`src/hw/rtl/sactu_pkg.sv`:
```
// Shared types, field widths, codes and helper functions for the cache tag unit.
// Used by the channel interfaces and by the top level, address splitter, lookup and counters.
package sactu_pkg;

	// Defaults of the top-level parameters.
	localparam int unsigned SETS_DEF          = 1024;
	localparam int unsigned WAYS_DEF          = 4;
	localparam int unsigned ADDRESS_WIDTH_DEF = 32;

	// Fixed field widths of the request, response and configuration port.
	localparam int ACTION_W   = 2;
	localparam int ADDR_IN_W  = 32;
	localparam int WAY_OUT_W  = 2;
	localparam int SET_OUT_W  = 10;
	localparam int COUNT_W    = 32;
	localparam int OB_W       = 5;
	localparam int IB_W       = 4;
	localparam int RAW_W      = 15;
	localparam int CFG_IDX_W  = 2;
	localparam int CFG_DATA_W = 5;

	typedef logic [ACTION_W-1:0] action_t;
	localparam action_t ACT_INSTR_FETCH = 2'd2;

	localparam logic [OB_W-1:0] OFFSET_BITS_RST = 5'd3;
	localparam logic [IB_W-1:0] INDEX_BITS_RST  = 4'd10;

	typedef enum logic [CFG_IDX_W-1:0] {
		CFG_SPLIT_MODE,
		CFG_FOUR_WAY,
		CFG_OFFSET_BITS,
		CFG_INDEX_BITS
	} cfg_reg_t;

	typedef enum logic [2:0] {
		ST_CLEAR,
		ST_IDLE,
		ST_DIV,
		ST_MOD,
		ST_READ,
		ST_CMP
	} state_t;

	// Steps of the address splitter.
	typedef struct packed {
		logic load;
		logic div;
		logic mod;
	} split_ctl_t;

	// Update strobe and selection for the hit and miss counters.
	typedef struct packed {
		logic upd;
		logic instr;
		logic hit;
	} cnt_ctl_t;

	function automatic int sactu_idx_w(int sets);
		return (sets > 1) ? $clog2(sets) : 1;
	endfunction

	function automatic int sactu_tag_w(int aw);
		return (aw < ADDR_IN_W) ? aw : ADDR_IN_W;
	endfunction

	function automatic int sactu_ptr_w(int ways);
		return (ways > 1) ? $clog2(ways) : 1;
	endfunction

	// A set count that is a power of two (and above one) needs no reduction step.
	function automatic bit sactu_mod_free(int sets);
		return (sets > 1) && ((sets & (sets - 1)) == 0);
	endfunction

endpackage

```
`src/hw/rtl/sactu_counters.sv`:
```
// Saturating hit and miss counters for the data and instruction sides.
// Depends on sactu_pkg; gives the counts of the selected side after the update.
module sactu_counters import sactu_pkg::*; (
	input  logic               clk,
	input  logic               arst_n,
	input  cnt_ctl_t           ctl,
	output logic [COUNT_W-1:0] hits,
	output logic [COUNT_W-1:0] misses
);

	logic [COUNT_W-1:0] dhit_q, dmiss_q, ihit_q, imiss_q;
	logic [COUNT_W-1:0] hits_cur, misses_cur;

	function automatic logic [COUNT_W-1:0] sat_inc(logic [COUNT_W-1:0] c);
		return (&c) ? c : c + COUNT_W'(1);
	endfunction

	always_comb begin
		hits_cur   = ctl.instr ? ihit_q : dhit_q;
		misses_cur = ctl.instr ? imiss_q : dmiss_q;
		hits       = ctl.hit ? sat_inc(hits_cur) : hits_cur;
		misses     = ctl.hit ? misses_cur : sat_inc(misses_cur);
	end

	always_ff @(posedge clk or negedge arst_n) begin
		if (!arst_n) begin
			dhit_q  <= '0;
			dmiss_q <= '0;
			ihit_q  <= '0;
			imiss_q <= '0;
		end else if (ctl.upd) begin
			if (ctl.instr) begin
				ihit_q  <= hits;
				imiss_q <= misses;
			end else begin
				dhit_q  <= hits;
				dmiss_q <= misses;
			end
		end
	end

endmodule
```
`config.mk`:
```
export PLATFORM = sky130hd
export DESIGN_NAME = sactu_counters
export DESIGN_NICKNAME = d
export VERILOG_FILES = /design/src/hw/rtl/sactu_pkg.sv /design/src/hw/rtl/sactu_counters.sv
export SDC_FILE = /design/constraint.sdc
export NUM_CORES = 1
export LEC_CHECK = 0
export ABC_AREA = 1
export BUFFER_PORTS_ARGS = -buffer_cell sky130_fd_sc_hd__buf_2
export CAP_MARGIN = 20
export CORE_ASPECT_RATIO = 1.5
export CORE_MARGIN = 5
export CORE_UTILIZATION = 61
export CTS_CLUSTER_DIAMETER = 120
export DETAILED_ROUTE_END_ITERATION = 7
export PLACE_DENSITY = 0.77
export SLEW_MARGIN = 20
export SYNTH_ARGS = -nofsm -noshare
export SYNTH_HDL_FRONTEND = slang
export SYNTH_SLANG_ARGS = --single-unit
```
`constraint.sdc`:
```
create_clock -name clk -period 4.8 [get_ports clk]
set_clock_uncertainty 0.1 [all_clocks]
set_input_delay 0.96 -clock clk [delete_from_list [all_inputs] [get_ports clk]]
set_output_delay 0.96 -clock clk [all_outputs]
set_load 0.02 [all_outputs]
```
==> impl_metrics.env <==
export IMPL_p_comb_share_pct=12.8
export IMPL_worstSkewPairLatency_ns=0.44
export IMPL_grt_pass1_wl_mm=40.9
export IMPL_power_density_nw_per_um2=291
export IMPL_dpl_hpwl_mm=17.7
export IMPL_ios=69
export IMPL_final_area_um2=9770
export IMPL_arrival_ns=3.44
export IMPL_synth_flop_cell="dfrtp_1"
export IMPL_clock_sinks=128
export IMPL_synth_top_area_share_pct=36.2
export IMPL_p_int_w=0.00206
export IMPL_p_leak_nw=5.07
export IMPL_synth_seq_area_share_pct=36.2
export IMPL_clkPwrFrac_pct=46.9
export IMPL_grt_antenna_before_repair=0
export IMPL_routed_via_density=5.32
export IMPL_cts_buffers=17
export IMPL_fp_dieH_um=157
export IMPL_drive_above_1_share_pct=15.1
export IMPL_pwr_share_seq_pct=40.3
export IMPL_rows=54
export IMPL_multiInputGateArea_um2=4950
export IMPL_fmaxAchievable_mhz=222
export IMPL_fin_nets=1447
export IMPL_placed_cell_area_um2=9170
export IMPL_drtPass1Iterations=7
export IMPL_nFillCells=1352
export IMPL_synth_fp_nets=1401
export IMPL_htreeDepth=4
export IMPL_start_util_pct=61.5
export IMPL_dieWidth_um=108
export IMPL_overflow=0
export IMPL_ys_ff_latch=128
export IMPL_instances_no_fill=1648
export IMPL_drc=0
export IMPL_dieArea_um2=17100
export IMPL_maxCapViolations=0
export IMPL_clkTransAtPathRegs_ns=0.05
export IMPL_rsz0062_at_grt="false"
export IMPL_required_ns=3.74
export IMPL_period_needed_ns=4.50
export IMPL_wirelength_mm=24.9
export IMPL_core_um2=14400
export IMPL_crit_path_end_kind="output port"
export IMPL_track_usage_pct=30.7
export IMPL_antenna_cells=0
export IMPL_yosysWarnings=0
export IMPL_crit_fanout=20
export IMPL_wl_per_cell_um=15.1
export IMPL_synth_common_cells="nand2_1 (759), dfrtp_1 (128), nand3_1 (95)"
export IMPL_first_iter_violations=482
export IMPL_hold_path_class="reg2reg"
export IMPL_cts_setup_buffers=0
export IMPL_max_slew_worst_pin_slew_ns=0.850
export IMPL_dp_cells=1617
export IMPL_ys_types=35
export IMPL_cts_tree="built"
export IMPL_root_buffer="clkbuf_16"
export IMPL_antenna_left=0
export IMPL_setup_viol=0
export IMPL_yosysMostFrequentCell="nand2_1"
export IMPL_first_global_vias=8717
export IMPL_syn_mean_instance_area_um2=6.35
export IMPL_tns_ns=0
export IMPL_p_sw_w=0.000781
export IMPL_p_total_w=0.00284
export IMPL_worstSetupPathType="in2out"
export IMPL_status="finished, final reports clean"
export IMPL_startpoint_type="primary input"
export IMPL_port_buffer_count=68
export IMPL_grt_max_degree=66
export IMPL_clockBufferDepth=2
export IMPL_max_slew_margin_pct=43.2
export IMPL_p_sw_share_pct=27.5
export IMPL_vias=8773
export IMPL_seq_area_um2=3200
export IMPL_yosysTopAreaCell="dfrtp_1"
export IMPL_period_share_pct=93.7
export IMPL_synth_cells=1394
export IMPL_place_congestion=1.08
export IMPL_synth_area_top_cells="dfrtp_1 (36%), nand2_1 (32%), nand3_1 (5.4%), nand2_2 (4.1%), nor2_1 (3.6%)"
export IMPL_ir_drop_uv=230
export IMPL_synth_edf_count=0
export IMPL_synthArstFlopShare_pct=100
export IMPL_hold_viol=0
export IMPL_drv_slew=0
export IMPL_synth_area_um2=8850
export IMPL_syn2layout_area_growth_pct=10.4
-- power groups by stage --
stage,Sequential [W],Clock [W],Combinational (W)
detailed placement,0.00116,0,0.000363
global placement,0.00116,0,0.000356
floorplan,0.00116,0,0.000261
finish,0.00115,0.00133,0.000363
global route,0.00115,0.00140,0.000407
CTS,0.00115,0.00134,0.000365
-- worst max-delay path, cell delays in order --
cell and delay, ns:
clkbuf_4 0.26, buf_4 0.30, nand2_1 0.07, nand2_1 0.21, nand2_1 0.14, nor2_2 0.17
nand2_1 0.17, inv_1 0.17, nand3_2 0.25, nand2_1 0.20, inv_1 0.07, nand3_1 0.10
and2_1 0.16, buf_2 0.17
-- path summary, 6_finish.rpt --
kind	startpoint	cells after the start	endpoint	slack, ns
max in group asynchronous	arst_n	2	dmiss_q[25]	3.14
setup reg to reg	dmiss_q[0]	12	dmiss_q[1]	2.20
hold / removal	ihit_q[20]	2	ihit_q[20]	0.38
hold reg to reg	ihit_q[20]	2	ihit_q[20]	0.38
min in group asynchronous	arst_n	1	dmiss_q[12]	0.45
setup / recovery	ctl[1]	14	misses[16]	0.30
-- per-stage QoR --
| step | hold WS [ns] | worst slack [ns] | utilization [%] |
|---|---|---|---|
| final | 0.378 | 0.302 | 67.9 |
| after global routing | 0.388 | 0.0650 | 67.9 |
| after CTS | 0.380 | 0.277 | 67.8 |
| after detailed placement | 0.365 | 0.311 | 63.7 |
| after global placement | 0.361 | 0.367 | 63.7 |
| after floorplan | 0.344 | 0.696 | - |
-- kinds of logic (layout without fill, tap and decap cells) --
group / after synthesis / after routing / synth area share, %
simple gates: 1066 / 1066 / 51.0
xor+xnor: 12 / 12 / 1.27
flops: 128 / 128 / 36.2
compound gates: 49 / 49 / 3.28
fa+ha+maj: 2 / 2 / 0.283
buf+inv: 137 / 195 / 7.93
-- registers in the layout, indices dropped and copies added (netlist names) --
| register | flops |
|---|---|
| dmiss_q | 32 |
| ihit_q | 32 |
| dhit_q | 32 |
| imiss_q | 32 |
-- placed cells by master, fill, tap and decap left out, types with 2 or more instances in the layout --
cell        netlist  layout
nand2_2          58      60
o21ai_1           4       4
a31oi_1           4       4
clkinv_4          1       2
o21ai_2          10      10
nor2_1           86      86
o21ai_0          27      27
clkbuf_8          0       2
clkbuf_16         0      17
nand4_1          22      22
nor3_2            2       2
xor2_1           11      11
nor2_4            8       8
inv_2             4       4
clkinvlp_4        0       2
clkinv_2          0       2
nand2_1         759     757
ha_1              2       2
buf_4             2      18
inv_1            74      73
nand3_1          95      95
dfrtp_1         128     128
nor2_2           11      11
buf_2            18      66
bufinv_16         0       3
nand3_2           6       6
clkbuf_1         18       3
and2_1            9       9
nor3_1            6       6
a21oi_1           3       3
-- metal layers --
metal | part of all wire [%] | track usage [%] | vias up
li1 | - | - | 4413
met2 | 52 | 56.2 | 257
met4 | 6.3 | 22.1 | 0
met5 | 0 | 0 | -
met3 | 3.9 | 4.97 | 94
met1 | 38 | 31.0 | 4009
-- timing repair --
action,CTS,global route
setup endpoints to repair,0,3
hold endpoints to repair,0,0
resized for setup,0,1
hold buffers,0,0
-- final cells by class --
class / instances / area share, %
clock buffer: 22 / 4.75
clock inverter: 9 / 1.36
inverter: 79 / 3.09
tap: 196 / 2.51
timing repair buffer: 85 / 4.84
multi-input combinational: 1129 / 50.7
sequential: 128 / 32.8
No activity file was read; power rests on OpenSTA's default activity.
