## config.mk

```make
export PLATFORM = sky130hd
export DESIGN_NAME = sactu_addr_split
export DESIGN_NICKNAME = d
export VERILOG_FILES = /design/src/hw/rtl/sactu_pkg.sv /design/src/hw/rtl/sactu_addr_split.sv
export SDC_FILE = /design/constraint.sdc
export NUM_CORES = 1
export LEC_CHECK = 0
export BUFFER_PORTS_ARGS = -buffer_cell sky130_fd_sc_hd__buf_2
export CAP_MARGIN = 15
export CORE_AREA = 2 2 117 119
export DETAILED_ROUTE_END_ITERATION = 6
export DIE_AREA = 0 0 119 121
export GPL_TIMING_DRIVEN = 0
export PLACE_DENSITY = 0.66
export SYNTH_ARGS = -nofsm -noshare
export SYNTH_HDL_FRONTEND = slang
export SYNTH_SLANG_ARGS = --single-unit
```

## constraint.sdc

```tcl
create_clock -name clk -period 3.7 [get_ports clk]
set_input_delay 0.74 -clock clk [delete_from_list [all_inputs] [get_ports clk]]
set_output_delay 0.74 -clock clk [all_outputs]
set_load 0.01 [all_outputs]
```

## src/hw/rtl/sactu_pkg.sv

```systemverilog
// Shared types, field widths, codes and helper functions for the cache tag unit.
// Used by the channel interfaces and by the top level, address splitter, lookup and counters.
package sactu_pkg;

	// Defaults of the top-level parameters.
	localparam int unsigned SETS_DEF          = 1024;
	localparam int unsigned WAYS_DEF          = 4;
	localparam int unsigned ADDRESS_WIDTH_DEF = 32;

	// Fixed field widths of the request, response and configuration port.
	localparam int ACTION_W   = 2;
	localparam int ADDR_IN_W  = 32;
	localparam int WAY_OUT_W  = 2;
	localparam int SET_OUT_W  = 10;
	localparam int COUNT_W    = 32;
	localparam int OB_W       = 5;
	localparam int IB_W       = 4;
	localparam int RAW_W      = 15;
	localparam int CFG_IDX_W  = 2;
	localparam int CFG_DATA_W = 5;

	typedef logic [ACTION_W-1:0] action_t;
	localparam action_t ACT_INSTR_FETCH = 2'd2;

	localparam logic [OB_W-1:0] OFFSET_BITS_RST = 5'd3;
	localparam logic [IB_W-1:0] INDEX_BITS_RST  = 4'd10;

	typedef enum logic [CFG_IDX_W-1:0] {
		CFG_SPLIT_MODE,
		CFG_FOUR_WAY,
		CFG_OFFSET_BITS,
		CFG_INDEX_BITS
	} cfg_reg_t;

	typedef enum logic [2:0] {
		ST_CLEAR,
		ST_IDLE,
		ST_DIV,
		ST_MOD,
		ST_READ,
		ST_CMP
	} state_t;

	// Steps of the address splitter.
	typedef struct packed {
		logic load;
		logic div;
		logic mod;
	} split_ctl_t;

	// Update strobe and selection for the hit and miss counters.
	typedef struct packed {
		logic upd;
		logic instr;
		logic hit;
	} cnt_ctl_t;

	function automatic int sactu_idx_w(int sets);
		return (sets > 1) ? $clog2(sets) : 1;
	endfunction

	function automatic int sactu_tag_w(int aw);
		return (aw < ADDR_IN_W) ? aw : ADDR_IN_W;
	endfunction

	function automatic int sactu_ptr_w(int ways);
		return (ways > 1) ? $clog2(ways) : 1;
	endfunction

	// A set count that is a power of two (and above one) needs no reduction step.
	function automatic bit sactu_mod_free(int sets);
		return (sets > 1) && ((sets & (sets - 1)) == 0);
	endfunction

endpackage

```

## src/hw/rtl/sactu_addr_split.sv

```systemverilog
// Splits the request address into side, set and tag, reducing the index modulo the set count.
// Depends on sactu_pkg; steps are driven by the control sequencer in the top level.
module sactu_addr_split import sactu_pkg::*; #(
	parameter int SETS          = SETS_DEF,
	parameter int ADDRESS_WIDTH = ADDRESS_WIDTH_DEF
) (
	input  logic                             clk,
	input  split_ctl_t                       ctl,
	input  logic [ACTION_W-1:0]              action,
	input  logic [ADDR_IN_W-1:0]             address,
	input  logic                             split_mode,
	input  logic [OB_W-1:0]                  offset_bits,
	input  logic [IB_W-1:0]                  index_bits,
	output logic                             instr,
	output logic [sactu_tag_w(ADDRESS_WIDTH)-1:0] tag,
	output logic [sactu_idx_w(SETS)-1:0]     set_idx
);

	localparam int TAG_W  = sactu_tag_w(ADDRESS_WIDTH);
	localparam int IDX_W  = sactu_idx_w(SETS);
	localparam int PROD_W = RAW_W + 33;
	// Rounded-up reciprocal; with a 15-bit index the truncated quotient is exact.
	localparam longint unsigned RECIP_L = ((64'd1 << 32) + longint'(SETS) - 1) / longint'(SETS);
	localparam logic [32:0] RECIP = 33'(RECIP_L);

	logic [TAG_W-1:0]  addr_m;
	logic [RAW_W-1:0]  raw_w;
	logic [5:0]        tag_sh;
	logic [TAG_W-1:0]  tag_w;
	logic [PROD_W-1:0] prod;

	logic              instr_q;
	logic [TAG_W-1:0]  tag_q;
	logic [RAW_W-1:0]  raw_q;
	logic [RAW_W-1:0]  quot_q;
	logic [IDX_W-1:0]  set_q;

	always_comb begin
		addr_m = address[TAG_W-1:0];
		raw_w  = RAW_W'(addr_m >> offset_bits) & ~({RAW_W{1'b1}} << index_bits);
		tag_sh = {1'b0, offset_bits} + 6'(index_bits);
		tag_w  = addr_m >> tag_sh;
		prod   = PROD_W'(raw_q) * PROD_W'(RECIP);
	end

	always_ff @(posedge clk) begin
		if (ctl.load) begin
			instr_q <= split_mode && (action == ACT_INSTR_FETCH);
			tag_q   <= tag_w;
			raw_q   <= raw_w;
			// Already final when the set count is a power of two.
			set_q   <= IDX_W'(raw_w);
		end
		if (ctl.div) begin
			quot_q <= RAW_W'(prod >> 32);
		end
		if (ctl.mod) begin
			set_q <= IDX_W'(32'(raw_q) - 32'(quot_q) * 32'(SETS));
		end
	end

	assign instr   = instr_q;
	assign tag     = tag_q;
	assign set_idx = set_q;

endmodule

```

==> results.json, run 1 <==
{
  "endpoint_kind": "flip-flop",
  "grt_pass1_vias": 4950,
  "yosysUniqueCellTypes": 66,
  "clk_pin_slew_ns": 0.07,
  "rsz0062_at_grt": "no",
  "drive_gt1_frac": 0.362,
  "skew_ns": 0.00240,
  "die_width_um": 119,
  "postLayoutCoreUtil": 0.482,
  "detailed_place_hpwl_um": 14300,
  "switchingPower_uw": 882,
  "synth_area_per_cell_um2": 10.6,
  "leakage_nw": 2.40,
  "finalWorstSetupSlack_ns": 0.0914,
  "vias": 5208,
  "grt_usage": 0.262,
  "tightest_slew_ns": 1.01,
  "vdd_drop_max_mv": 0.201,
  "synth_edf_count": 53,
  "setup_viol": 0,
  "port_buffers": 86,
  "rows": 42,
  "placed_cells": 778,
  "fin_crit_sh": 0.975,
  "dpl_worst_slack_ns": -0.454,
  "hp-class": "reg2reg",
  "crit_arrival_ns": 3.64,
  "cap_violations": 0,
  "synth-main-ff-cell": "edfxtp_1",
  "worst-path-max-fanout": 10,
  "final_cell_mix": "buf_2 (103), edfxtp_1 (53), mux4_2 (45), nand2_1 (45), mux2i_1 (41)",
  "start_util": 0.416,
  "internal_power_mw": 1.53,
  "grt_overflow": 0,
  "syn_nets": 569,
  "cp-start-kind": "input port",
  "clock_path_buffers": 2,
  "instances_no_fill": 786,
  "placed_cell_area_mm2": 0.00610,
  "via_per_inst": 6.63,
  "grt_pass1_wl_um": 29200,
  "die_h_um": 121,
  "final_common_cell": "buf_2",
  "crit_required_ns": 3.73,
  "drc": 0,
  "relSlewSlack": 0.324,
  "grt_max_degree": 45,
  "cts_tree": "built",
  "antenna_found_initial": 0,
  "routed_wl_um": 18800,
  "pwr-share-comb": 0.452,
  "synthesis.area_mm2": 0.00545,
  "dieArea_mm2": 0.0144,
  "slew_violations": 0,
  "period_minus_slack_ns": 3.61,
  "power_frac_seq": 0.323,
  "max_clock_freq_mhz": 277,
  "root_buffer": "clkbuf_16",
  "ys_async_sr_fraction": 0,
  "netSwitchingFraction": 0.365,
  "ys_seq_area_frac": 0.292,
  "cts_max_level": 2,
  "clkLatencyLatePin_ns": 0.29,
  "powerDensity_mw_per_mm2": 383,
  "pwr-share-clk": 0.225,
  "finalHoldViolations": 0,
  "drt_iter0_drc": 606,
  "syn2layout_area_growth_pct": 15.8,
  "final_area_mm2": 0.00631,
  "synthCells": 516,
  "drt_first_pass_iters": 5,
  "ioPinCount": 91,
  "core_mm2": 0.0131,
  "drt.antenna.violating_nets": 0,
  "status": "complete, no violations",
  "hold_ws_ns": 0.545,
  "ys_warn_count": 0,
  "ys_ff_latch": 53,
  "cts_buffers": 5,
  "antenna-diode-count": 0,
  "wl_per_cell_um": 23.9,
  "holdBufCountCts": 0,
  "critPathKind": "in2reg",
  "gp_congestion": 1.02,
  "cts_sinks": 53,
  "fin_nets": 662,
  "p_total_mw": 2.41,
  "setup_tns_ns": 0
}
[timing repair]
action                     CTS  global route
buffers inserted             0             0
pin swaps                    0             1
resized for setup            7             6
setup endpoints to repair    8            19
[critical path, cell delays in order]
cell and delay, ns:
buf_2 0.10, buf_6 0.16, buf_6 0.19, buf_4 0.21, inv_1 0.14, fa_2 0.64
buf_4 0.21, buf_4 0.22, mux4_2 0.36, nand2_1 0.09, nor3_1 0.06, a211oi_2 0.35
o32ai_1 0.14
[logic make-up after synthesis]
logic type | synth area share
buffers and inverters | 0.0489
adder cells (fa/ha/maj) | 0.0129
AND/OR/NAND/NOR | 0.141
flip-flops | 0.292
AO/OA/AOI/OAI | 0.163
XOR/XNOR | 0.00459
multiplexers | 0.338
[registers in the layout, indices dropped and copies added, names as in the netlist]
signal,count
set_idx,10
raw_q,10
instr,1
tag,32
[Yosys cell counts (3+ instances only)]
library cell  instances  area share
mux4_2               45        0.19
nand2_1              45       0.031
nor3_1               18       0.017
inv_1                 7      0.0048
buf_6                 3      0.0062
a31oi_1               5      0.0057
o22ai_1               9       0.010
buf_4                 4      0.0055
mux2i_1              41       0.075
nor2b_1              10       0.011
buf_2                18       0.017
nand3_1               3      0.0028
o211ai_1              5      0.0069
or2_2                 5      0.0057
nand3b_1              4      0.0055
nor4_1                5      0.0057
or4_1                 3      0.0041
a22oi_1               4      0.0055
nand2b_1              7      0.0080
a21o_1                5      0.0069
o21ai_0              16       0.015
and3_1                6      0.0069
clkbuf_1             19       0.013
nor2_1               37       0.025
a211oi_1             15       0.021
a21oi_1              16       0.015
edfxtp_1             53        0.29
o2bb2ai_1             3      0.0048
mux2_2               37       0.076
o32ai_1              14       0.023
ha_1                  4      0.0092
o21a_1                4      0.0055
o41ai_1               3      0.0048
and2_1                4      0.0046
[power by group through the flow]
stage                     Clock (mW)  Sequential, mW  Combinational [mW]
final                          0.543           0.781                1.09
after global routing           0.564           0.791                1.17
after CTS                      0.556           0.782                1.06
after detailed placement           0           0.796                1.05
after global placement             0           0.791                1.04
after floorplan                    0           0.834               0.670
[routing by layer]
layer / global-route usage / routed length, µm
met4: 0.0632 / 316
met2: 0.387 / 8130
met1: 0.398 / 8320
met5: 0 / 0
met3: 0.0461 / 2020
[final timing paths]
check                                   startpoint              endpoint  slack [ns]  cells after the start
worst max-delay path                offset_bits[1]  tag[3]$_SDFFCE_PP0P_        0.09                     13
worst min-delay path            raw_q[8]$_DFFE_PP_  set_idx[8]$_DFFE_PP_        0.55                      2
worst max register to register  raw_q[4]$_DFFE_PP_  set_idx[4]$_DFFE_PP_        2.83                      1
worst min register to register  raw_q[8]$_DFFE_PP_  set_idx[8]$_DFFE_PP_        0.55                      2
[layout make-up]
type / count / area [µm²]
clock inverter: 3 / 43.8
fill: 1243 / 6780
tap: 176 / 220
multi-input combinational: 408 / 3620
buffer: 46 / 246
sequential: 53 / 1590
inverter: 9 / 33.8
timing repair buffer: 86 / 430
clock buffer: 5 / 125
Note: power is estimated with default switching activity, not from simulation.
==> run 2, diff against run 1 <==
- clock period: 3.7 -> 3.61 ns (I/O delays scaled with it)
==> results.json, run 2 (synthesis results as in run 1) <==
{
  "relSlewSlack": 0.326,
  "grt_pass1_vias": 4952,
  "antenna-diode-count": 0,
  "root_buffer": "clkbuf_16",
  "powerDensity_mw_per_mm2": 392,
  "antenna_found_initial": 0,
  "core_mm2": 0.0131,
  "hp-class": "reg2reg",
  "period_minus_slack_ns": 3.48,
  "final_area_mm2": 0.00632,
  "grt_usage": 0.262,
  "die_h_um": 121,
  "grt_pass1_wl_um": 29200,
  "tightest_slew_ns": 1.01,
  "setup_viol": 0,
  "die_width_um": 119,
  "internal_power_mw": 1.57,
  "largest_reg_flops": 32,
  "placed_cell_area_mm2": 0.00610,
  "cts_setup_buffers": 0,
  "final_common_cell": "buf_2",
  "rows": 42,
  "wl_per_cell_um": 23.8,
  "pwr-share-comb": 0.453,
  "drt_iter0_drc": 641,
  "netSwitchingFraction": 0.365,
  "hold_ws_ns": 0.545,
  "start_util": 0.416,
  "finalHoldViolations": 0,
  "gp_congestion": 1.02,
  "clkLatencyLatePin_ns": 0.29,
  "switchingPower_uw": 905,
  "cts_buffers": 5,
  "grt_overflow": 0,
  "status": "finished, violations left",
  "cts_sinks": 53,
  "crit_required_ns": 3.64,
  "slew_violations": 0,
  "pwr-share-clk": 0.224,
  "via_per_inst": 6.58,
  "grt_max_degree": 45,
  "dieArea_mm2": 0.0144,
  "skew_ns": 0.00203,
  "leakage_nw": 2.40,
  "power_frac_seq": 0.323,
  "critPathKind": "in2reg",
  "routed_wl_um": 18700,
  "cp-start-kind": "input port",
  "final_cell_mix": "buf_2 (103), edfxtp_1 (53), mux4_2 (45), nand2_1 (45), mux2i_1 (40)",
  "rsz0062_at_grt": "no",
  "worst-path-max-fanout": 10,
  "clock_path_buffers": 2,
  "crit_arrival_ns": 3.51,
  "violations": "DRC",
  "holdBufCountCts": 0,
  "cap_violations": 0,
  "max_clock_freq_mhz": 287,
  "port_buffers": 86,
  "drive_gt1_frac": 0.364,
  "rrSetupSlack_ns": 2.74,
  "endpoint_kind": "flip-flop",
  "vdd_drop_max_mv": 0.206,
  "syn2layout_area_growth_pct": 16.0,
  "drt.antenna.violating_nets": 0,
  "fin_crit_sh": 0.964,
  "drc": 2,
  "detailed_place_hpwl_um": 14300,
  "ioPinCount": 91,
  "cts_tree": "built",
  "cts_max_level": 2,
  "drt_first_pass_iters": 7,
  "vias": 5173,
  "clk_pin_slew_ns": 0.07,
  "fin_nets": 662
}
-- run 2: cell types whose count changed in the layout (fill, tap and decap cells not counted) --
cell | before | now
buf_4 | 5 | 3
buf_6 | 4 | 6
mux2i_1 | 41 | 40
mux2i_2 | 0 | 1
-- run 2: critical path: stages --
cell      delay, ns
buf_2          0.10
buf_6          0.16
buf_6          0.19
buf_4          0.21
inv_1          0.13
fa_2           0.61
buf_6          0.18
buf_6          0.18
mux4_2         0.34
nand2_1        0.15
a22oi_1        0.10
a211oi_2       0.29
o32ai_1        0.14
-- run 2: per-stage QoR --
stage	total power [mW]	setup WS, ns	cells	setup TNS (ns)	util
after global routing	2.59	0.0475	786	0	0.483
after floorplan	1.54	0.202	516	0	-
after CTS	2.46	0.00287	786	0	0.481
after global placement	1.88	-0.488	778	-8.57	0.466
final	2.48	0.130	786	0	0.483
after detailed placement	1.89	-0.526	778	-9.46	0.466
-- run 2: cell type report --
type / instances / area [µm²]
multi-input combinational: 408 / 3620
clock buffer: 5 / 125
sequential: 53 / 1590
tap: 176 / 220
fill: 1243 / 6760
inverter: 9 / 33.8
timing repair buffer: 86 / 430
buffer: 46 / 254
clock inverter: 3 / 43.8
-- run 2: per-layer routing --
layer  global-route usage  up-vias  part of all wire
met2                0.387      344              0.43
met5                    0        -                 0
li1                     -     2270                 -
met4               0.0632        0             0.017
met1                0.399     2530              0.44
met3               0.0461       29              0.11
-- run 2: worst paths after layout --
kind                      startpoint              endpoint  cells past startpoint
hold reg to reg   raw_q[8]$_DFFE_PP_  set_idx[8]$_DFFE_PP_                      2
setup reg to reg  raw_q[4]$_DFFE_PP_  set_idx[4]$_DFFE_PP_                      1
hold / removal    raw_q[8]$_DFFE_PP_  set_idx[8]$_DFFE_PP_                      2
setup / recovery      offset_bits[1]  tag[3]$_SDFFCE_PP0P_                     13
-- run 2: what timing repair did --
item | in CTS | in global routing
gates resized for setup | 8 | 8
endpoints found under the setup margin | 13 | 25
cloned | 0 | 0
pin swaps | 0 | 2
-- run 2: power by group through the flow --
stage | registers (mW) | logic, mW | clock network, mW
after floorplan | 0.855 | 0.687 | 0
after global placement | 0.811 | 1.07 | 0
after detailed placement | 0.816 | 1.07 | 0
after CTS | 0.802 | 1.09 | 0.570
after global routing | 0.810 | 1.20 | 0.578
final | 0.800 | 1.12 | 0.556
==> run 3, diff against run 2 <==
- clock period: 3.61 -> 3.6 ns (I/O delays scaled with it)
==> results.json, run 3 (synthesis results as in run 1) <==
{
  "status": "complete, no violations",
  "p_total_mw": 2.48,
  "setup_viol": 0,
  "drt_iter0_drc": 652,
  "clk_pin_slew_ns": 0.07,
  "final_cell_mix": "buf_2 (103), edfxtp_1 (53), mux4_2 (45), nand2_1 (45), mux2i_1 (40)",
  "wl_per_cell_um": 23.8,
  "tightest_slew_ns": 1.01,
  "max_clock_freq_mhz": 292,
  "clock_path_buffers": 2,
  "holdBufCountCts": 0,
  "largest_reg_flops": 32,
  "antenna-diode-count": 0,
  "skew_ns": 0.00269,
  "instances_no_fill": 785,
  "fin_nets": 661,
  "timing.rr.start": "raw_q[4]$_DFFE_PP_",
  "port_buffers": 86,
  "setup_tns_ns": 0,
  "cp-start-kind": "input port",
  "gp_congestion": 1.02,
  "endpoint_kind": "flip-flop",
  "cts_sinks": 53,
  "dpl_worst_slack_ns": -0.534,
  "leakage_nw": 2.39,
  "rows": 42,
  "vdd_drop_max_mv": 0.207,
  "drive_gt1_frac": 0.363,
  "placed_cell_area_mm2": 0.00610,
  "reg2reg_to": "set_idx[4]$_DFFE_PP_",
  "vias": 5168,
  "crit_required_ns": 3.63,
  "grt_usage": 0.262,
  "powerDensity_mw_per_mm2": 393,
  "cts_tree": "built",
  "core_mm2": 0.0131,
  "final_common_cell": "buf_2",
  "die_h_um": 121,
  "multiInputGateArea_mm2": 0.00362,
  "rrSetupSlack_ns": 2.73,
  "worst-path-max-fanout": 19,
  "fillers": 1244,
  "crit_start": "offset_bits[1]",
  "drt.antenna.violating_nets": 0,
  "via_per_inst": 6.58,
  "slew_violations": 0,
  "antenna_found_initial": 0,
  "drc": 0,
  "drt_first_pass_iters": 5,
  "grt_pass1_wl_um": 29200,
  "cts_buffers": 5,
  "root_buffer": "clkbuf_16",
  "cap_violations": 0,
  "r2r_cells": 1,
  "postLayoutCoreUtil": 0.482,
  "syn2layout_area_growth_pct": 15.8,
  "critPathKind": "in2reg",
  "ioPinCount": 91,
  "rsz0062_at_grt": "no",
  "grt_max_degree": 45,
  "finalHoldViolations": 0,
  "cts_setup_buffers": 0,
  "fin_crit_sh": 0.950,
  "grt_pass1_vias": 4952,
  "cts_max_level": 2,
  "crit_arrival_ns": 3.45,
  "crit_end": "tag[3]$_SDFFCE_PP0P_",
  "hold_ws_ns": 0.543,
  "detailed_place_hpwl_um": 14300,
  "dieArea_mm2": 0.0144,
  "period_minus_slack_ns": 3.42,
  "finalWorstSetupSlack_ns": 0.179,
  "grt_overflow": 0,
  "seq_area_mm2": 0.00159,
  "clkLatencyLatePin_ns": 0.29,
  "hp-class": "reg2reg",
  "routed_wl_um": 18700,
  "die_width_um": 119,
  "relSlewSlack": 0.324,
  "start_util": 0.416,
  "final_area_mm2": 0.00631,
  "placed_cells": 778
}
==> run 3: cell types whose count changed in the layout (fill, tap and decap cells not counted), sizes merged <==
cell | before | now
buf | 113 | 112
==> run 3: layer usage <==
| metal | global-route usage | vias to the layer above | wire length, µm |
|---|---|---|---|
| met5 | 0 | - | 0 |
| met4 | 0.0632 | 0 | 297 |
| met3 | 0.0461 | 26 | 1750 |
| met2 | 0.387 | 320 | 8090 |
| met1 | 0.399 | 2553 | 8550 |
| li1 | - | 2269 | - |
==> run 3: area by class of cell <==
| type | instances | share of cell area |
|---|---|---|
| Clock inverter | 3 | 0.00694 |
| Sequential cell | 53 | 0.252 |
| Multi-Input combinational cell | 408 | 0.574 |
| Buffer | 45 | 0.0385 |
| Inverter | 9 | 0.00535 |
| Clock buffer | 5 | 0.0198 |
| Tap cell | 176 | 0.0349 |
| Timing Repair Buffer | 86 | 0.0682 |
==> run 3: power by group <==
group / internal, mW / total (mW) / leakage (nW) / switching (mW)
registers: 0.785 / 0.802 / 0.518 / 0.0172
logic: 0.461 / 1.12 / 1.79 / 0.662
clock network: 0.330 / 0.557 / 0.0842 / 0.227
total: 1.58 / 2.48 / 2.39 / 0.907
==> run 3: how the worst min path moves through the flow <==
stage / from / endpoint / slack (ns) / depth (start not counted)
6_report: raw_q[1]$_DFFE_PP_ / set_idx[1]$_DFFE_PP_ / 0.54 / 2
5_1_grt: raw_q[5]$_DFFE_PP_ / set_idx[5]$_DFFE_PP_ / 0.57 / 1
4_1_cts: raw_q[1]$_DFFE_PP_ / set_idx[1]$_DFFE_PP_ / 0.54 / 2
3_5_place_dp: raw_q[1]$_DFFE_PP_ / set_idx[1]$_DFFE_PP_ / 0.51 / 2
3_3_place_gp: raw_q[8]$_DFFE_PP_ / set_idx[8]$_DFFE_PP_ / 0.52 / 2
2_1_floorplan: raw_q[1]$_DFFE_PP_ / set_idx[1]$_DFFE_PP_ / 0.49 / 2
==> run 3: what timing repair did <==
action	in CTS	in global routing
resized for setup	8	7
setup endpoints to repair	15	27
pin swaps	1	2
==> run 3: critical path, stage by stage <==
cell	delay (ns)
buf_2	0.10
buf_6	0.17
buf_6	0.24
inv_1	0.16
fa_2	0.61
buf_6	0.17
buf_6	0.18
mux4_2	0.34
nand2_1	0.14
a22oi_1	0.10
a211oi_2	0.36
o32ai_1	0.14
