--- config.mk ---
export PLATFORM = sky130hd
export DESIGN_NAME = sactu_lookup
export DESIGN_NICKNAME = d
export VERILOG_FILES = /design/src/hw/rtl/sactu_pkg.sv /design/src/hw/rtl/sactu_lookup.sv
export SDC_FILE = /design/constraint.sdc
export NUM_CORES = 1
export LEC_CHECK = 0
export ABC_AREA = 1
export BUFFER_PORTS_ARGS = -buffer_cell sky130_fd_sc_hd__clkbuf_2
export CAP_MARGIN = 20
export CORE_AREA = 3 3 117 119
export DETAILED_ROUTE_END_ITERATION = 16
export DIE_AREA = 0 0 120 122
export PLACE_DENSITY_LB_ADDON = 0.15
export SETUP_SLACK_MARGIN = 0.5
export SYNTH_ARGS = -nofsm -noshare
export SYNTH_HDL_FRONTEND = slang
export SYNTH_SLANG_ARGS = --single-unit
--- constraint.sdc ---
create_clock -name vclk -period 3
set_input_delay 0.3 -clock vclk [all_inputs]
set_output_delay 0.3 -clock vclk [all_outputs]
set_load 0.01 [all_outputs]
--- src/hw/rtl/sactu_pkg.sv ---
// Shared types, field widths, codes and helper functions for the cache tag unit.
// Used by the channel interfaces and by the top level, address splitter, lookup and counters.
package sactu_pkg;

	// Defaults of the top-level parameters.
	localparam int unsigned SETS_DEF          = 1024;
	localparam int unsigned WAYS_DEF          = 4;
	localparam int unsigned ADDRESS_WIDTH_DEF = 32;

	// Fixed field widths of the request, response and configuration port.
	localparam int ACTION_W   = 2;
	localparam int ADDR_IN_W  = 32;
	localparam int WAY_OUT_W  = 2;
	localparam int SET_OUT_W  = 10;
	localparam int COUNT_W    = 32;
	localparam int OB_W       = 5;
	localparam int IB_W       = 4;
	localparam int RAW_W      = 15;
	localparam int CFG_IDX_W  = 2;
	localparam int CFG_DATA_W = 5;

	typedef logic [ACTION_W-1:0] action_t;
	localparam action_t ACT_INSTR_FETCH = 2'd2;

	localparam logic [OB_W-1:0] OFFSET_BITS_RST = 5'd3;
	localparam logic [IB_W-1:0] INDEX_BITS_RST  = 4'd10;

	typedef enum logic [CFG_IDX_W-1:0] {
		CFG_SPLIT_MODE,
		CFG_FOUR_WAY,
		CFG_OFFSET_BITS,
		CFG_INDEX_BITS
	} cfg_reg_t;

	typedef enum logic [2:0] {
		ST_CLEAR,
		ST_IDLE,
		ST_DIV,
		ST_MOD,
		ST_READ,
		ST_CMP
	} state_t;

	// Steps of the address splitter.
	typedef struct packed {
		logic load;
		logic div;
		logic mod;
	} split_ctl_t;

	// Update strobe and selection for the hit and miss counters.
	typedef struct packed {
		logic upd;
		logic instr;
		logic hit;
	} cnt_ctl_t;

	function automatic int sactu_idx_w(int sets);
		return (sets > 1) ? $clog2(sets) : 1;
	endfunction

	function automatic int sactu_tag_w(int aw);
		return (aw < ADDR_IN_W) ? aw : ADDR_IN_W;
	endfunction

	function automatic int sactu_ptr_w(int ways);
		return (ways > 1) ? $clog2(ways) : 1;
	endfunction

	// A set count that is a power of two (and above one) needs no reduction step.
	function automatic bit sactu_mod_free(int sets);
		return (sets > 1) && ((sets & (sets - 1)) == 0);
	endfunction

endpackage

--- src/hw/rtl/sactu_lookup.sv ---
// Tag compare, hit way selection and round-robin fill of one memory row.
// Depends on sactu_pkg; row layout is {pointer, valid bits, way tags}.
module sactu_lookup import sactu_pkg::*; #(
	parameter int WAYS  = WAYS_DEF,
	parameter int TAG_W = 32,
	parameter int ROW_W = 134
) (
	input  logic [ROW_W-1:0]     row,
	input  logic [TAG_W-1:0]     tag,
	input  logic                 four_way,
	output logic                 hit,
	output logic [WAY_OUT_W-1:0] way,
	output logic [ROW_W-1:0]     new_row
);

	localparam int PTR_W = sactu_ptr_w(WAYS);
	localparam logic [PTR_W:0] LAST_WAY = (PTR_W + 1)'(WAYS - 1);

	logic [PTR_W-1:0] ptr;
	logic [PTR_W-1:0] ptr_nx;
	logic [PTR_W-1:0] victim;
	logic [PTR_W-1:0] hit_way;
	logic [WAYS-1:0]  valid;
	logic             found;

	always_comb begin
		ptr   = row[ROW_W-1 -: PTR_W];
		valid = row[WAYS*TAG_W +: WAYS];

		// Lowest matching way wins; direct-mapped mode looks at way 0 only.
		found   = 1'b0;
		hit_way = '0;
		for (int w = 0; w < WAYS; w++) begin
			if (!found && (four_way || (w == 0)) && valid[w] &&
				(row[w*TAG_W +: TAG_W] == tag)) begin
				found   = 1'b1;
				hit_way = PTR_W'(w);
			end
		end

		victim = four_way ? ptr : '0;
		if (four_way) begin
			ptr_nx = ({1'b0, ptr} == LAST_WAY) ? '0 : ptr + PTR_W'(1);
		end else begin
			ptr_nx = ptr;
		end

		new_row = row;
		if (!found) begin
			for (int w = 0; w < WAYS; w++) begin
				if (PTR_W'(w) == victim) begin
					new_row[w*TAG_W +: TAG_W] = tag;
					new_row[WAYS*TAG_W + w]   = 1'b1;
				end
			end
			new_row[ROW_W-1 -: PTR_W] = ptr_nx;
		end

		hit = found;
		way = WAY_OUT_W'(found ? hit_way : victim);
	end

endmodule

==> flow_metrics.py, run 1 <==
metrics = {
    "floorplanning": {
        "die_h_um": 122,
        "die_area_um2": 14600,
        "io_pins": 304,
        "core-area_um2": 12700,
        "rows": 41,
        "start_util_pct": 39.7,
        "chipWidth_um": 120,
    },
    "synthesis": {
        "synthesis.nets": 1295,
        "yosysTopAreaCell": "nand2_1",
        "netlist_top_cells_area": "nand2_1 38%, nand4_1 13%, inv_1 11%, nor2_1 7.5%, o21ai_1 6.4%",
        "avgSynthCellArea_um2": 4.47,
        "synth_top_cell_area_share_pct": 38.5,
        "syn_inst": 1127,
        "netlist_area_um2": 5030,
        "yosys-top-cells-count": "516 x nand2_1, 143 x inv_1, 103 x nand4_1",
        "yosys.cell_types.count": 31,
        "seq_area_frac_synth_pct": 0,
        "ys_warn_count": 0,
        "synth.most_common_cell": "nand2_1",
    },
    "worst_setup_path": {
        "crit_required_ns": 2.70,
        "endpoint_kind": "primary output",
        "cp_common_cell": "nand2_1",
        "crit_path_cell_trace": "buf_4, inv_6, nand2_1, nand2_1, inv_1, nand2_1, nor2_1, nand2_1, nor2_1, nand3_2, nand2_4, nor2_8, buf_12, nand2_8, clkbuf_16, nand2_1, o21ai_1, clkbuf_2",
        "cp_max_fo": 8,
        "cp_top_family": "simple AND/OR/NAND/NOR gates",
        "critPathKind": "input port to primary output",
        "start_kind": "input port",
        "crit_arrival_ns": 2.24,
        "critical_path_buf_inv_count": 6,
        "cp_slowest_cell": "buf_4",
        "cpPeakStageDelay_ns": 0.21,
    },
    "hold_path": {
        "holdPathStages": 4,
        "hold_class": "input port to primary output",
        "min_to": "new_row[130]",
        "min_from": "row[130]",
    },
    "cells_and_area": {
        "synthToLayoutAreaGrowth_pct": 57.1,
        "ff_latch_area_um2": 0,
        "nClkBuffers": 0,
        "drive_above_1_share_pct": 33.2,
        "design_area_um2": 7910,
        "num-fill-cells": 1341,
        "design.seq.count": 0,
        "multiInputGateArea_um2": 4430,
        "antennaDiodeCount": 0,
        "nets": 1609,
    },
    "power_and_ir_drop": {
        "ir_worst_vdd_mv": 0.0895,
        "finalPower_w": 0.00134,
        "leakagePower_nw": 4.84,
        "powerDensity_nw_per_um2": 169,
    },
    "run_status": {
        "status": "completed",
    },
    "global_route": {
        "grt_pass1_wl_mm": 43.7,
        "grt_pass1_vias": 7845,
        "grt_max_degree": 34,
        "overflow": 0,
        "antenna_found_initial": 0,
        "grt_usage_pct": 38.3,
    },
    "timing": {
        "finalHoldViolCount": 0,
        "fin_crit_sh_pct": 84.7,
        "rsz0062_at_grt": "true",
        "period_needed_ns": 2.54,
        "slew_viol_final": 0,
        "timing.final.ws_setup_ns": 0.460,
        "setup_tns_ns": 0,
        "relSlewSlack_pct": 54.1,
        "tightest_slew_ns": 0.684,
        "setup_violations": 0,
        "max_freq_mhz": 394,
    },
    "route": {
        "antenna_left": 0,
        "wl_per_cell_um": 20.1,
        "routed_wl_mm": 32.4,
        "drt_iter0_drc": 1186,
        "drcViolationCount": 0,
        "first_pass_iters": 10,
        "via_per_inst": 5.62,
        "vias": 9047,
    },
    "place": {
        "post-place-ws_ns": 0.218,
        "dpl_cell_area_um2": 6600,
        "portBuffers": 304,
        "gp_congestion": 1.09,
        "hpwlAfterDp_mm": 24.3,
    },
    "run": {
        "cap_viol_max_count": 0,
    },
    "clocking": {
        "hold_buffers": 0,
    },
}
-- worst max-delay path by stage --
| stage | from | to | slack [ns] | cells past startpoint |
|---|---|---|---|---|
| floorplan | tag[27] | new_row[69] | 0.87 | 13 |
| global placement | tag[28] | new_row[17] | 0.18 | 17 |
| detailed placement | tag[28] | new_row[17] | 0.22 | 17 |
| CTS | tag[17] | new_row[23] | 0.49 | 13 |
| global route | tag[16] | new_row[31] | 0.37 | 15 |
| finish | tag[20] | new_row[15] | 0.46 | 18 |
-- kinds of logic after synthesis --
| family | count (synthesis) | synth area share, % |
|---|---|---|
| xor+xnor | 38 | 6.61 |
| compound gates | 90 | 9.10 |
| buf+inv | 225 | 19.0 |
| fa+ha+maj | 1 | 0.249 |
| simple gates | 773 | 65.1 |
-- per-layer routing --
| metal | up-vias | global-route usage (%) | part of all wire, % |
|---|---|---|---|
| met5 | - | 0 | 0 |
| met3 | 119 | 6.17 | 12 |
| met1 | 4027 | 49.7 | 36 |
| li1 | 4180 | - | - |
| met2 | 721 | 64.5 | 46 |
| met4 | 0 | 13.5 | 5.1 |
-- per-stage QoR --
stage / util [%] / std cells / hold WS, ns
final: 62.4 / 1611 / 0.900
after global routing: 62.4 / 1611 / 0.930
after CTS: 55.5 / 1576 / 0.900
after detailed placement: 52.0 / 1559 / 0.899
after global placement: 52.0 / 1559 / 0.891
after floorplan: - / 1127 / 0.709
-- cells in the final DEF, fill, tap and decap left out, types with 4 or more instances in the layout --
cell       netlist  final
a21oi_1          5      4
buf_12           0      7
buf_16           0      4
buf_2           34     11
buf_4            7     55
buf_6            5     19
clkbuf_16        0      9
clkbuf_2         3    262
clkbuf_4         0      6
inv_1          143    128
inv_2           17      4
inv_4            0     10
inv_6            0     12
nand2_1        516    499
nand2_2          4     17
nand3_1         25     20
nand3_2          1      4
nand3b_1         4      4
nand4_1        103    103
nor2_1         100     89
nor2_2           0     10
nor3_1           9      5
o21ai_0         18     13
o21ai_1         64     61
o21ai_2          0      8
xnor2_1         30     18
xnor2_2          0     11
xor2_1           8      5
-- power breakdown --
group	switching (W)	total (W)	internal [W]
sequential	0	0	0
clock	0	0	0
combinational	0.000822	0.00134	0.000514
total	0.000822	0.00134	0.000514
-- final cells by class --
cell class         count  area share [%]
multi-input cells    903            56.1
inverters            161            9.05
repair buffers       375            32.2
well taps            172            2.72
-- timing repair --
item | CTS | global route
setup buffers | 13 | 22
resized for setup | 69 | 174
pin swaps | 3 | 8
cloned | 4 | 13
endpoints found under the setup margin | 134 | 134
No activity file was read; power rests on OpenSTA's default activity.
==> inputs of run 2 (changes only) <==
- CORE_AREA: 3 3 117 119 -> 3 3 115 117
- DIE_AREA: 0 0 120 122 -> 0 0 118 120
- clock period: 3 -> 2.6 ns (I/O delays scaled with it)
==> run 2 against run 1 <==
The flow now finishes with violations (setup timing). Cell area is 16% higher. Combinational power is 32% higher. First-iteration DRC count is 17% higher. Cell count is 2.7% higher. Die area is 3.3% lower. Non-clock buffer count is 44 higher. Count of clock-buffer cells in the layout stayed put. Total power is 33% higher. Critical endpoint is now new_row[84]. Largest cell class unchanged.
==> flow_metrics.py, run 2 (same netlist as run 1, synthesis figures left out) <==
metrics = {
    "run_status": {
        "status": "finished with violations",
        "violations": "setup timing",
    },
    "cells_and_area": {
        "antennaDiodeCount": 0,
        "design.seq.count": 0,
        "fin_cells": 1655,
        "utilization_pct": 73.3,
        "num-fill-cells": 1072,
        "nets": 1653,
        "final_common_cell": "nand2_1",
        "ff_latch_area_um2": 0,
        "drive_above_1_share_pct": 44.1,
        "nClkBuffers": 0,
        "most-common-layout-cells": "377 x nand2_1, 206 x clkbuf_2, 125 x inv_1, 103 x nand4_1, 102 x nand2_2",
        "synthToLayoutAreaGrowth_pct": 81.6,
    },
    "place": {
        "post-place-ws_ns": -0.00393,
        "portBuffers": 304,
        "gp_congestion": 1.01,
        "dp.cells": 1593,
        "hpwlAfterDp_mm": 24.3,
    },
    "run": {
        "cap_viol_max_count": 0,
    },
    "timing": {
        "max_freq_mhz": 368,
        "tightest_slew_ns": 0.864,
        "timing.final.ws_setup_ns": -0.118,
        "slew_viol_final": 0,
        "rsz0062_at_grt": "true",
        "finalHoldViolCount": 0,
        "relSlewSlack_pct": 42.0,
        "fin_crit_sh_pct": 105,
        "setup_violations": 34,
        "period_needed_ns": 2.72,
    },
    "global_route": {
        "antenna_found_initial": 0,
        "grt_max_degree": 42,
        "grt_pass1_vias": 8693,
        "overflow": 0,
        "grt_usage_pct": 42.5,
        "grt_pass1_wl_mm": 47.3,
    },
    "route": {
        "routed_wl_mm": 34.1,
        "first_pass_iters": 9,
        "drt_iter0_drc": 1387,
        "vias": 9615,
        "drcViolationCount": 0,
        "wl_per_cell_um": 20.6,
        "via_per_inst": 5.81,
        "antenna_left": 0,
    },
    "floorplanning": {
        "io_pins": 304,
        "die_area_um2": 14200,
        "die_h_um": 120,
        "rows": 41,
        "chipWidth_um": 118,
        "start_util_pct": 40.4,
        "core-area_um2": 12500,
    },
    "worst_setup_path": {
        "crit_required_ns": 2.34,
        "critPathKind": "input port to primary output",
        "endpoint_kind": "primary output",
        "crit_arrival_ns": 2.46,
        "cp_max_fo": 7,
        "start_kind": "input port",
        "cp-startpoint": "tag[30]",
    },
    "hold_path": {
        "hold_class": "input port to primary output",
        "min_to": "new_row[130]",
        "min_from": "row[130]",
        "holdPathStages": 4,
    },
    "power_and_ir_drop": {
        "leakagePower_nw": 5.37,
        "ir_worst_vdd_mv": 0.120,
        "powerDensity_nw_per_um2": 194,
    },
}
run 2: cell types whose count changed in the layout (fill, tap and decap cells not counted), moves of 11 or more:
cell | before | now
nand2_1 | 499 | 377
nand2_2 | 17 | 102
clkbuf_2 | 262 | 206
buf_2 | 11 | 55
nand2_4 | 3 | 39
buf_6 | 19 | 36
clkbuf_8 | 1 | 16
inv_6 | 12 | 0
buf_4 | 55 | 66
run 2: cell type report:
type                       count  area (um^2)  share of cell area [%]
inverter                     161          681                    7.45
multi-input combinational    903         4930                    53.9
timing repair buffer         419         3320                    36.3
tap                          172          215                    2.35
run 2: worst max-delay path by stage:
stage,endpoint,slack [ns],depth (start not counted)
6_report,new_row[84],-0.12,14
5_1_grt,new_row[94],-0.15,14
4_1_cts,way[1],0.26,15
3_5_place_dp,new_row[30],-0.004,17
3_3_place_gp,new_row[78],0.01,17
2_1_floorplan,new_row[69],0.55,13
run 2: timing repair:
| action | CTS | global route |
|---|---|---|
| pin swaps | 36 | 33 |
| hold buffers | 0 | 0 |
| gates cloned | 13 | 4 |
| gates resized for setup | 273 | 204 |
| setup endpoints to repair | 137 | 137 |
| hold endpoints to repair | 0 | 0 |
| buffers inserted | 29 | 16 |
run 2: metal layers:
| metal | vias to the layer above | GRT usage (%) | wire (um) |
|---|---|---|---|
| met1 | 4223 | 51.7 | 11900 |
| li1 | 4265 | - | - |
| met2 | 895 | 73.2 | 15600 |
| met3 | 232 | 6.88 | 3990 |
| met5 | - | 0 | 0 |
| met4 | 0 | 20.0 | 2560 |
run 2: power by group:
group	switching (W)	total, W	internal [W]
Combinational	0.00104	0.00177	0.000734
Clock	0	0	0
Sequential	0	0	0
run 2: critical path, stage by stage:
cell and delay, ns:
clkbuf_4 0.19, xnor2_1 0.50, nand3_1 0.20, nor2_2 0.13
nand3_2 0.15, nand2_4 0.14, nor2_8 0.06, buf_6 0.13
nand2_8 0.07, buf_12 0.15, buf_16 0.14, nand2_2 0.06
o21ai_1 0.11, buf_2 0.18
run 2: through the flow:
stage          hold WS, ns  setup TNS [ns]  instance area (um^2)  total power [W]
3_5_place_dp         0.807        -0.00393                  6900          0.00131
6_report             0.806          -0.844                  9140          0.00177
4_1_cts              0.807               0                  8470          0.00157
2_1_floorplan        0.629               0                  5030         0.000705
3_3_place_gp         0.806               0                  6900          0.00131
5_1_grt              0.847           -5.20                  9140          0.00188
==> inputs of run 3 (changes only) <==
- ABC_AREA: 1 -> not set
- CORE_AREA: 3 3 115 117 -> 3 3 117 119
- DIE_AREA: 0 0 118 120 -> 0 0 120 122
- clock period: 2.6 -> 2.5 ns (I/O delays scaled with it)
==> run 3 against run 2 <==
The flow still finishes with violations (setup timing). Combinational power decreased by 25%. Via count is 56% lower. Synthesized cell count down 67%. Die area grew 3.4%. Setup slack lost 0.22 ns. Critical path type unchanged.
==> flow_metrics.py, run 3 <==
metrics = {
    "clocking": {
        "hold_buffers": 0,
    },
    "route": {
        "via_per_inst": 4.69,
        "met3_length_mm": 1.25,
        "drt_iter0_drc": 103,
        "first_pass_iters": 4,
        "vias": 4250,
        "routed_wl_mm": 18.9,
        "wl_per_cell_um": 20.8,
        "drcViolationCount": 0,
        "top_layer_used": "met4",
        "wl_met1_mm": 7.62,
        "wl_met2_mm": 9.47,
        "antenna_left": 0,
    },
    "place": {
        "portBuffers": 304,
        "gp_congestion": 0.859,
        "post-place-ws_ns": -0.800,
        "hpwlAfterDp_mm": 15.3,
        "dp.cells": 880,
    },
    "synthesis": {
        "netlist_top_cells_area": "mux2_2 32%, xnor2_1 17%, xor2_1 15%, mux2_4 12%, buf_6 4.5%",
        "synth_top_cell_area_share_pct": 32.5,
        "yosysTopAreaCell": "mux2_2",
        "yosys.cell_types.count": 26,
        "syn_inst": 373,
        "netlist_area_um2": 3500,
        "yosys-top-cells-count": "101 x mux2_2, 67 x xnor2_1, 61 x xor2_1",
        "synth.most_common_cell": "mux2_2",
        "seq_area_frac_synth_pct": 0,
        "synthesis.nets": 541,
        "ys_warn_count": 0,
        "avgSynthCellArea_um2": 9.39,
    },
    "cells_and_area": {
        "ff_latch_area_um2": 0,
        "utilization_pct": 52.2,
        "nClkBuffers": 0,
        "fin_cells": 906,
        "most-common-layout-cells": "250 x clkbuf_2, 96 x mux2_2, 73 x buf_4, 66 x xnor2_1, 49 x xor2_1",
        "synthToLayoutAreaGrowth_pct": 88.7,
        "final_common_cell": "clkbuf_2",
        "drive_above_1_share_pct": 79.2,
        "nets": 904,
        "antennaDiodeCount": 0,
        "design.seq.count": 0,
    },
    "worst_setup_path": {
        "crit_required_ns": 2.25,
        "crit_arrival_ns": 2.59,
        "cpPeakStageDelay_ns": 0.53,
        "start_kind": "input port",
        "crit_path_cell_trace": "buf_6, buf_6, xor2_2, nor4_2, nand3_1, or4_4, nand4_4, buf_8, nor3_4, buf_12, buf_12, mux2_4, buf_6",
        "endpoint_kind": "primary output",
        "cp_common_cell": "buf_6",
        "cp_slowest_cell": "or4_4",
        "cp_max_fo": 7,
        "critPathKind": "input port to primary output",
    },
    "timing": {
        "slew_viol_final": 0,
        "max_freq_mhz": 352,
        "setup_violations": 134,
        "tightest_slew_ns": 0.468,
        "relSlewSlack_pct": 68.7,
        "finalHoldViolCount": 0,
        "setup_tns_ns": -34.03,
        "fin_crit_sh_pct": 114,
        "timing.final.ws_setup_ns": -0.338,
        "period_needed_ns": 2.84,
        "rsz0062_at_grt": "true",
    },
    "global_route": {
        "grt_max_degree": 15,
        "antenna_found_initial": 0,
        "overflow": 0,
        "grt_usage_pct": 23.8,
        "grt_pass1_vias": 4429,
        "grt_pass1_wl_mm": 26.6,
    },
    "floorplanning": {
        "chipWidth_um": 120,
        "core-area_um2": 12700,
        "die_area_um2": 14600,
        "die_h_um": 122,
        "start_util_pct": 27.6,
        "rows": 41,
        "io_pins": 304,
    },
    "run_status": {
        "violations": "setup timing",
        "status": "finished with violations",
    },
    "hold_path": {
        "hold_class": "input port to primary output",
    },
    "power_and_ir_drop": {
        "powerDensity_nw_per_um2": 200,
        "leakagePower_nw": 3.15,
        "ir_worst_vdd_mv": 0.0968,
    },
    "run": {
        "cap_viol_max_count": 0,
    },
}
==> run 3: path summary, 6_finish.rpt <==
kind	startpoint	to	slack [ns]	cells after the start
min	row[130]	new_row[130]	0.81	3
max	tag[8]	new_row[50]	-0.34	13
==> run 3: logic make-up after synthesis <==
| family | count (synthesis) | synth area share, % |
|---|---|---|
| muxes | 130 | 44.9 |
| and+or+nand+nor | 66 | 11.8 |
| xor gates and xnor gates | 128 | 32.0 |
| AOI/OAI and AO/OA | 2 | 0.357 |
| adders and majority gates | 1 | 0.357 |
| buffers and inverters | 46 | 10.6 |
==> run 3: metrics by stage <==
step / instance area [um^2] / hold slack, ns / total power, W
2_1_floorplan: 3580 / 0.607 / 0.000627
3_3_place_gp: 5590 / 0.813 / 0.00113
3_5_place_dp: 5590 / 0.815 / 0.00113
4_1_cts: 6170 / 0.815 / 0.00124
5_1_grt: 6610 / 0.823 / 0.00141
6_report: 6610 / 0.809 / 0.00132
==> run 3: critical path: cells and delay by family <==
family	cells	cell delay, ns
muxes	1	0.31
buffers and inverters	6	0.76
and+or+nand+nor	5	1.13
xor gates and xnor gates	1	0.14
==> run 3: where the power goes <==
group | total [W] | switching, W | internal, W
clock | 0 | 0 | 0
sequential | 0 | 0 | 0
combinational | 0.00132 | 0.000607 | 0.000713
total | 0.00132 | 0.000607 | 0.000713
==> run 3: layout make-up <==
cell class	instances	area, um^2
repair buffers	404	2920
inverters	1	3.75
multi-input cells	329	3470
fillers	1235	6060
well taps	172	215
==> run 3: what timing repair did <==
item | in CTS | in global routing
endpoints found under the hold margin | 0 | 0
setup endpoints to repair | 137 | 137
gates cloned | 5 | 1
pin swaps | 23 | 17
gates resized for setup | 69 | 122
buffers inserted | 13 | 7
==> run 3: per-layer routing <==
metal,up-vias,GRT usage (%)
met5,-,0
met4,0,6.16
met3,29,3.67
met2,211,43.7
met1,1976,29.0
li1,2034,-
